[config.mk]
export PLATFORM = sky130hd
export DESIGN_NAME = sorted_list_insert
export DESIGN_NICKNAME = d
export VERILOG_FILES = /design/src/hdl/sli_pkg.sv /design/src/hdl/sli_cell.sv /design/src/hdl/sorted_list_insert.sv
export SDC_FILE = /design/constraint.sdc
export NUM_CORES = 2
export LEC_CHECK = 0
export BUFFER_PORTS_ARGS = -buffer_cell sky130_fd_sc_hd__buf_4
export CORE_ASPECT_RATIO = 1.25
export CORE_MARGIN = 5
export CORE_UTILIZATION = 35
export DETAILED_ROUTE_END_ITERATION = 6
export HOLD_SLACK_MARGIN = 0.03
export SLEW_MARGIN = 30
export SYNTH_ARGS = -nofsm -noshare
export SYNTH_HDL_FRONTEND = slang
export SYNTH_HIERARCHICAL = 1
export SYNTH_SLANG_ARGS = --single-unit
[constraint.sdc]
create_clock -name clk -period 5.6 [get_ports clk]
set_input_delay 0.28 -clock clk [delete_from_list [all_inputs] [get_ports clk]]
set_output_delay 0.28 -clock clk [all_outputs]
set_load 0.01 [all_outputs]
[src/hdl/sli_pkg.sv]
// Shared types and codes for the sorted list insert block.
// Used by sli_cell and sorted_list_insert; no dependencies.
`timescale 1ns / 1ps

package sli_pkg;

  // Request function codes
  typedef enum logic {
    FUNC_INSERT  = 1'b0,
    FUNC_READOUT = 1'b1
  } func_t;

  // Result status codes
  typedef enum logic [1:0] {
    ST_INSERTED = 2'd0,
    ST_REJECTED = 2'd1,
    ST_ENTRY    = 2'd2,
    ST_EMPTY    = 2'd3
  } status_t;

  // Controller states
  typedef enum logic {
    CTL_IDLE = 1'b0,
    CTL_READ = 1'b1
  } ctl_state_t;

  // Per-cycle operation applied to every cell of the chain
  typedef enum logic [1:0] {
    CELL_HOLD   = 2'd0,
    CELL_INSERT = 2'd1,
    CELL_ROTATE = 2'd2
  } cell_op_t;

  localparam int unsigned ValueWidth    = 32;
  localparam int unsigned PositionWidth = 4;
  localparam int unsigned FillWidth     = 5;

  // Request beat
  typedef struct packed {
    func_t                   func;
    logic signed [ValueWidth-1:0] value;
  } req_t;

  // Result beat
  typedef struct packed {
    status_t                      status;
    logic signed [ValueWidth-1:0] entry_value;
    logic [PositionWidth-1:0]     position;
    logic [FillWidth-1:0]         fill_count;
    logic                         last;
  } rsp_t;

  // Broadcast control from the controller to all cells
  typedef struct packed {
    cell_op_t                     op;
    logic signed [ValueWidth-1:0] ins_value;
    logic signed [ValueWidth-1:0] head_value;
  } cell_ctrl_t;

endpackage

[src/hdl/sli_cell.sv]
// One storage cell of the sorted chain: holds a value, compares it with the
// value being inserted and shifts or rotates with its neighbors. Uses sli_pkg.
`timescale 1ns / 1ps

module sli_cell
  import sli_pkg::*;
(
  input  logic                         clk,
  input  cell_ctrl_t                   ctrl,
  input  logic                         occupied,
  input  logic                         tail,
  input  logic                         left_le,
  input  logic signed [ValueWidth-1:0] left_value,
  input  logic signed [ValueWidth-1:0] right_value,
  output logic                         le,
  output logic signed [ValueWidth-1:0] value
);

  logic signed [ValueWidth-1:0] value_next;

  // Cell is occupied and its held value is less than or equal to the incoming one
  assign le = occupied && (value <= ctrl.ins_value);

  // Keep, take the new value, shift right on insert, or rotate left on readout
  always_comb begin
    value_next = value;
    unique case (ctrl.op)
      CELL_INSERT: begin
        if (le) begin
          value_next = value;
        end else if (left_le) begin
          value_next = ctrl.ins_value;
        end else begin
          value_next = left_value;
        end
      end
      CELL_ROTATE: begin
        value_next = tail ? ctrl.head_value : right_value;
      end
      default: begin
        value_next = value;
      end
    endcase
  end

  always_ff @(posedge clk) begin
    value <= value_next;
  end

endmodule

[src/hdl/sorted_list_insert.sv]
// Top level of the sorted list insert block: controller, count and result
// register around a chain of sli_cell instances. Uses sli_pkg.
`timescale 1ns / 1ps

// Holds up to DEPTH signed 32-bit values in ascending order in a chain of
// cells; equal values keep arrival order. On an insert all cells compare
// with the new value at once and those above the slot shift up by one. An
// insert into a full store is dropped and reported as rejected. A readout
// of an empty store gives an empty beat; else the read state streams one
// held value per cycle unless stalled: the chain rotates toward cell zero,
// which feeds the result register, and after the last entry it is back in
// its original order. No new request is taken while a readout streams. The
// result register frees on the cycle its beat is taken, so back-to-back
// inserts run at one per cycle when the result side does not stall.

module sorted_list_insert
  import sli_pkg::*;
#(
  parameter int unsigned DEPTH = 16
) (
  input  logic clk,
  input  logic rst,
  input  logic req_valid,
  output logic req_stall,
  input  req_t req,
  output logic rsp_valid,
  input  logic rsp_stall,
  output rsp_t rsp
);

  localparam int unsigned IW = (DEPTH > 1) ? $clog2(DEPTH) : 1;
  localparam int unsigned CW = $clog2(DEPTH + 1);

  ctl_state_t state, state_next;
  logic [CW-1:0] count, count_next;
  logic [IW-1:0] rd_idx, rd_idx_next;
  logic          rsp_valid_next;
  rsp_t          rsp_next;

  cell_ctrl_t                   ctrl;
  logic [DEPTH-1:0]             cell_le;
  logic [DEPTH-1:0]             cell_occ;
  logic [DEPTH-1:0]             cell_tail;
  logic [DEPTH-1:0]             boundary;
  logic signed [ValueWidth-1:0] cell_value [DEPTH];
  logic [IW-1:0]                slot;

  logic out_free;
  logic accept;
  logic full;
  logic rd_last;

  assign out_free = !rsp_valid || !rsp_stall;
  assign req_stall = (state != CTL_IDLE) || !out_free;
  assign accept = req_valid && !req_stall;
  assign full = (count == CW'(DEPTH));
  assign rd_last = ((CW'(rd_idx) + CW'(1)) == count);

  // Build the chain
  for (genvar i = 0; i < DEPTH; i++) begin : g_cell
    logic                         left_le;
    logic signed [ValueWidth-1:0] left_value;
    logic signed [ValueWidth-1:0] right_value;

    assign cell_occ[i]  = (count > CW'(i));
    assign cell_tail[i] = (count == CW'(i + 1));

    if (i == 0) begin : g_head
      assign left_le    = 1'b1;
      assign left_value = ctrl.ins_value;
    end else begin : g_body
      assign left_le    = cell_le[i-1];
      assign left_value = cell_value[i-1];
    end

    if (i == DEPTH - 1) begin : g_end
      assign right_value = '0;
    end else begin : g_mid
      assign right_value = cell_value[i+1];
    end

    assign boundary[i] = left_le && !cell_le[i];

    sli_cell u_cell (
      .clk         (clk),
      .ctrl        (ctrl),
      .occupied    (cell_occ[i]),
      .tail        (cell_tail[i]),
      .left_le     (left_le),
      .left_value  (left_value),
      .right_value (right_value),
      .le          (cell_le[i]),
      .value       (cell_value[i])
    );
  end

  // Encode the insert slot from the one-hot boundary
  always_comb begin
    slot = '0;
    for (int i = 0; i < DEPTH; i++) begin
      if (boundary[i]) begin
        slot = slot | IW'(i);
      end
    end
  end

  // Next state
  always_comb begin
    state_next = state;
    unique case (state)
      CTL_IDLE: begin
        if (accept && (req.func == FUNC_READOUT) && (count != '0)) begin
          state_next = CTL_READ;
        end
      end
      CTL_READ: begin
        if (out_free && rd_last) begin
          state_next = CTL_IDLE;
        end
      end
      default: begin
        state_next = CTL_IDLE;
      end
    endcase
  end

  // Cell control, count, readout index and result beat
  always_comb begin
    ctrl.op         = CELL_HOLD;
    ctrl.ins_value  = req.value;
    ctrl.head_value = cell_value[0];
    count_next      = count;
    rd_idx_next     = rd_idx;
    rsp_valid_next  = rsp_valid && rsp_stall;
    rsp_next        = rsp;
    unique case (state)
      CTL_IDLE: begin
        rd_idx_next = '0;
        if (accept) begin
          rsp_valid_next = 1'b1;
          if (req.func == FUNC_INSERT) begin
            if (full) begin
              rsp_next = '{status: ST_REJECTED, entry_value: req.value,
                           position: '0, fill_count: FillWidth'(count),
                           last: 1'b1};
            end else begin
              ctrl.op    = CELL_INSERT;
              count_next = count + CW'(1);
              rsp_next   = '{status: ST_INSERTED, entry_value: req.value,
                             position: PositionWidth'(slot),
                             fill_count: FillWidth'(count + CW'(1)),
                             last: 1'b1};
            end
          end else if (count == '0) begin
            rsp_next = '{status: ST_EMPTY, entry_value: '0, position: '0,
                         fill_count: '0, last: 1'b1};
          end else begin
            rsp_valid_next = 1'b0;
          end
        end
      end
      CTL_READ: begin
        if (out_free) begin
          ctrl.op        = CELL_ROTATE;
          rsp_valid_next = 1'b1;
          rsp_next       = '{status: ST_ENTRY, entry_value: cell_value[0],
                             position: PositionWidth'(rd_idx),
                             fill_count: FillWidth'(count), last: rd_last};
          rd_idx_next    = rd_idx + IW'(1);
        end
      end
      default: begin
        ctrl.op = CELL_HOLD;
      end
    endcase
  end

  // Control registers
  always_ff @(posedge clk) begin
    if (rst) begin
      state     <= CTL_IDLE;
      count     <= '0;
      rd_idx    <= '0;
      rsp_valid <= 1'b0;
    end else begin
      state     <= state_next;
      count     <= count_next;
      rd_idx    <= rd_idx_next;
      rsp_valid <= rsp_valid_next;
    end
  end

  // Result payload register
  always_ff @(posedge clk) begin
    rsp <= rsp_next;
  end

endmodule

* After elaboration in Yosys (flattened, before gate mapping)
Index checks and enable logic that the tools add are counted.
** Word-level totals
- Flip-flop bits (word level) :: 567
- Latch bits :: 0
- RAM bits :: 0
- Bits in read-only memories :: 0
- Input bits :: 37
- Output and inout bits :: 46
- Memories kept :: 0
** Operators by class
- Add/sub/neg operators :: 3
- Multipliers :: 0
- Div/mod/pow operators :: 0
- Magnitude comparators :: 32
- Equality and inequality tests :: 39
- Shift operators :: 0
- Multiplexer cells :: 99
- Bitwise logic cells :: 3
- Reductions and logical operators :: 78
** Operators by type and width (count)
- $mux 32 :: 47
- $pmux 32 s2 :: 16
- $le 32x32->1 :: 16
- $mux 44 :: 4
- $pmux 44 s2 :: 1
- $mux 43 :: 1
- $eq 5x4->1 const B :: 8
- $gt 5x4->1 const B :: 8
- $logic_and 1x1->1 :: 36
- $mux 4 :: 9
- $ne 2x2->1 const B :: 18
- $reduce_and 2->1 :: 15
- $eq 5x3->1 const B :: 4
- $gt 5x3->1 const B :: 4
- $logic_not 1->1 :: 19
- $mux 3 :: 4
- $eq 5x2->1 const B :: 2
- $gt 5x1->1 const B :: 2
- $gt 5x2->1 const B :: 2
- $mux 1 :: 10
- $pmux 4 s2 :: 1
- $mux 2 :: 3
- $reduce_and 3->1 :: 2
- $add 4x1->5 const B :: 1
- 17 further kinds :: 21

* Logic depth before layout (Yosys ltp)
- Depth in word-level cells :: 23
- Gate-level depth with buffers :: 15
- Depth with buffers taken out :: 13

* Modules after synthesis
Netlist, hierarchy kept.
** Modules (own cells, without submodules)
- sli_cell :: instances 16, cells each 300, area each 2821.5 um^2, sequential area each 960.9 um^2
- sorted_list_insert :: instances 1, cells each 270, area each 2876.5 um^2, sequential area each 1541.5 um^2

* Worst setup path after synthesis
OpenSTA, ideal clock, no wires.
- Kind :: flip-flop to flip-flop
- Start :: register count[0]
- End :: register rsp[0] (netlist name), enable pin
- Arrival time :: 3679 ps
- Data required time :: 5140 ps
- Slack :: 1461 ps
- Cell stages (with the launch flop) :: 8
- Path buffers :: 1
- Period minus slack after synthesis :: 4139 ps
- Cells stage by stage :: dfxtp_1 > clkbuf_1 > inv_1 > ha_1 > or4b_4 > nand2_1 > a21oi_1 > a21oi_1
** On the way
- Cells in the longest elaborated chain, start to end :: 3
** RTL lines
- start, declared :: line sorted_list_insert.sv:35 : logic [CW-1:0] count, count_next;
- start signal, assigned :: line sorted_list_insert.sv:187 : count <= count_next;
- $logic_not 5->1 :: line sorted_list_insert.sv:154 : end else if (count == '0) begin
- $ne 3x3->1 (no line)
- $reduce_and 3->1 (no line)
- end signal, assigned :: line sorted_list_insert.sv:195 : rsp <= rsp_next;
- end, declared :: line sorted_list_insert.sv:28 : output rsp_t rsp
No other way between the ends.
A chain may end at the register's enable or synchronous reset.

==> results.yml <==
critical_path:
  crit_type: "register to register"
  cp.required_ns: 5.97
  critPathLaunchType: "register"
  crit_path_frequent_cell: "o21ai_0"
  cp_slowest_cell: "o21ai_0"
  critical_path.cell_chain: "nor2_1, o21ai_0, nor2b_1, inv_1, or3_1, o21ai_1, nand2b_2, buf_4, o2111ai_1, a2111oi_0, o21ai_0"
  slowest_delay_ns: 0.86
  cp.arrival_ns: 4.81
  critPathCaptureType: "register"
  worstPathMaxFanout: 27
  r2r_cells: 11
routing:
  vias_per_cell: 5.61
  drc: 0
  drt-pass1-iter-count: 5
  drt_iter0_drc: 2457
  final_antenna_net_count: 0
  vias: 38744
  wire_per_inst_um: 22.5
  routed_wl_mm: 155
run_status:
  status: "complete, no violations"
clock_network:
  cts.clk_slew.worst_paths_ns: 0.06
  tritoncts: "done"
  cts_buffers: 66
  root_buffer: "clkbuf_16"
  cts_max_level: 3
  cts_setup_buffers: 0
  clk_latency_ns: 0.65
  clock-sinks: 567
  ctsLongestPathBuffers: 3
sta:
  setup_viol: 0
  min_period_over_period_pct: 79.2
  fin_setup_tns_ns: 0
  max_freq_ghz: 0.226
  finClkSkew_ns: 0.0226
  worst_pin_slew_ns: 1.07
  hold_viol_final: 0
  max_slew_margin_pct: 27.9
  rsz0062_at_grt: "false"
  hold-worst-slack_ns: 0.234
  slew_violations: 0
  finalCriticalPeriod_ns: 4.43
place:
  port_buffers: 82
  dp_hpwl_mm: 117
  gp_congestion: 0.916
  dpl-instance-area_sq_um: 51100
global_route:
  grt-ovfl-total: 0
  grt_pass1_wl_mm: 233
  grt_usage_pct: 20.7
  antenna_found_initial: 11
  grt_pass1_vias: 38795
  grt_max_degree: 66
pwr:
  leakage_nw: 21.0
  power.internal_mw: 9.73
  comb_power_share_pct: 28.4
  cellPowerDensity_nw_per_um2: 275
  pwr-share-seq_pct: 40.3
  p_clk_share_pct: 31.2
  swShare_pct: 33.6
  power_switching_mw: 4.93
  irDropWorstVdd_v: 0.000190
die:
  ios: 83
  fp-row-count: 152
  die_h_um: 424
  core_sq_um: 137000
  start_util_pct: 35.1
  fp.dieW_um: 341
  dieArea_sq_um: 145000
hold_path:
  holdPathStages: 3
  hp-class: "primary input to register"
layout:
  layout_common_cells: "a21oi_1 (731), inv_1 (558), edfxtp_1 (556), nor2b_1 (534), a211oi_1 (530)"
  nets: 5625
  drive_above_1_share_pct: 8.47
  post-route-util_pct: 39.0
  final_common_cell: "a21oi_1"
  fin_area_sq_um: 53400
  fillCellCount: 13532
  areaGrowthSynthToFinish_pct: 11.2
yosys:
  avgSynthCellArea_sq_um: 9.47
  seq_area_frac_synth_pct: 35.2
  ys_seq_elements: 567
  synth_cells: 5070
  ys_async_sr_fraction_pct: 0
  synth_area_leaders: "edfxtp_1 (35%), ha_1 (13%), mux2i_1 (11%), a211oi_1 (8.3%), a21oi_1 (7.6%)"
  netlist_area_sq_um: 48000
  synth_top_area_share_pct: 34.8
  synth_enable_flop_cells: 556
  ys.flop_type: "edfxtp_1"
  synth_area_leader_cell: "edfxtp_1"
  yosysWarnings: 6
  synth_cell_type_count: 53
job:
  max_cap_viol_count: 0
[power groups by stage]
stage                     registers [mW]  logic, mW  clock network, mW
after floorplan                     5.87       2.77                  0
after global placement              6.00       4.00                  0
after detailed placement            5.99       4.15                  0
after CTS                           5.92       4.15               4.68
after global routing                5.98       4.63               4.83
final                               5.92       4.17               4.58
[timing repair]
item	CTS	global route
resized for setup	0	0
setup endpoints to repair	0	0
hold buffers	4	0
endpoints found under the hold margin	15	0
[per-stage QoR]
stage / setup slack (ns) / power [mW] / std cells
after floorplan: 1.46 / 8.64 / 5101
after global placement: 1.08 / 10.0 / 6769
after detailed placement: 1.00 / 10.1 / 6769
after CTS: 1.22 / 14.8 / 6893
after global routing: 0.949 / 15.4 / 6909
final: 1.17 / 14.7 / 6910
[kinds of logic after synthesis]
kind of cell	share of synthesized area, %
muxes	10.7
and+or+nand+nor	13.1
DFF	35.2
buffers and inverters	6.99
AOI/OAI and AO/OA	20.3
other	0.0156
xor gates and xnor gates	0.164
adders and majority gates	13.5
[synthesized netlist by cell type (all sizes together) (2+ instances only)]
master and n:
a21oi 732, inv 560, edfxtp 556, nor2b 550
a211oi 530, ha 518, mux2i 512, buf 168
nand2 153, clkbuf 137, o21ai 132, nand4 98
nor2 65, a21o 35, nor4 34, a22o 33
nand2b 23, and3 22, and2 19, or3 18
o2111ai 17, o21bai 17, a221o 16, a22oi 16
a31oi 16, nand3b 16, o211a 16, or2 16
dfxtp 11, xor2 6, nand3 5, nor3 5
xnor2 3, a2111oi 2, conb 2, nor3b 2
o22ai 2
[layer usage]
layer	global-route usage [%]	wire length [um]	share of wire, %	vias to the layer above
met5	0	0	0	-
met4	14.2	11800	7.6	0
li1	-	-	-	18825
met2	37.3	77600	50	919
met1	22.7	60200	39	18632
met3	2.28	5780	3.7	368
[path summary, 6_finish.rpt]
check	from	endpoint	slack [ns]
worst min-delay path	req[25]	g_cell[5].u_cell/value[25]$_DFFE_PP_	0.23
worst min register to register	rd_idx[1]$_SDFFE_PP0P_	rd_idx[1]$_SDFFE_PP0P_	0.54
worst max register to register	count[0]$_SDFFE_PP0P_	rsp[8]$_DFFE_PP_	1.17
worst max-delay path	count[0]$_SDFFE_PP0P_	rsp[8]$_DFFE_PP_	1.17
[sequential cells by signal, summed over array words and instances (netlist names)]
signal,count
rd_idx,4
rsp,44
rsp_valid,1
g_cell.u_cell/value,512
count,5
state,1
[critical path: cells and delay by family (launching register included)]
family          cells  cell delay (ns)
compound gates      5             1.84
simple gates        4             1.17
flops               1             0.72
buf+inv             2             0.41
[final cells by class]
cell class | instances | area (sq um) | share of cell area [%]
Multi-Input combinational cell | 3669 | 28200 | 52.9
Sequential cell | 567 | 16900 | 31.7
Tap cell | 1771 | 2220 | 4.15
Inverter | 560 | 2100 | 3.93
Clock buffer | 92 | 1910 | 3.57
Timing Repair Buffer | 206 | 1710 | 3.19
Clock inverter | 28 | 295 | 0.553
Antenna cell | 17 | 42.5 | 0.0796
No activity file was read; power rests on OpenSTA's default activity.
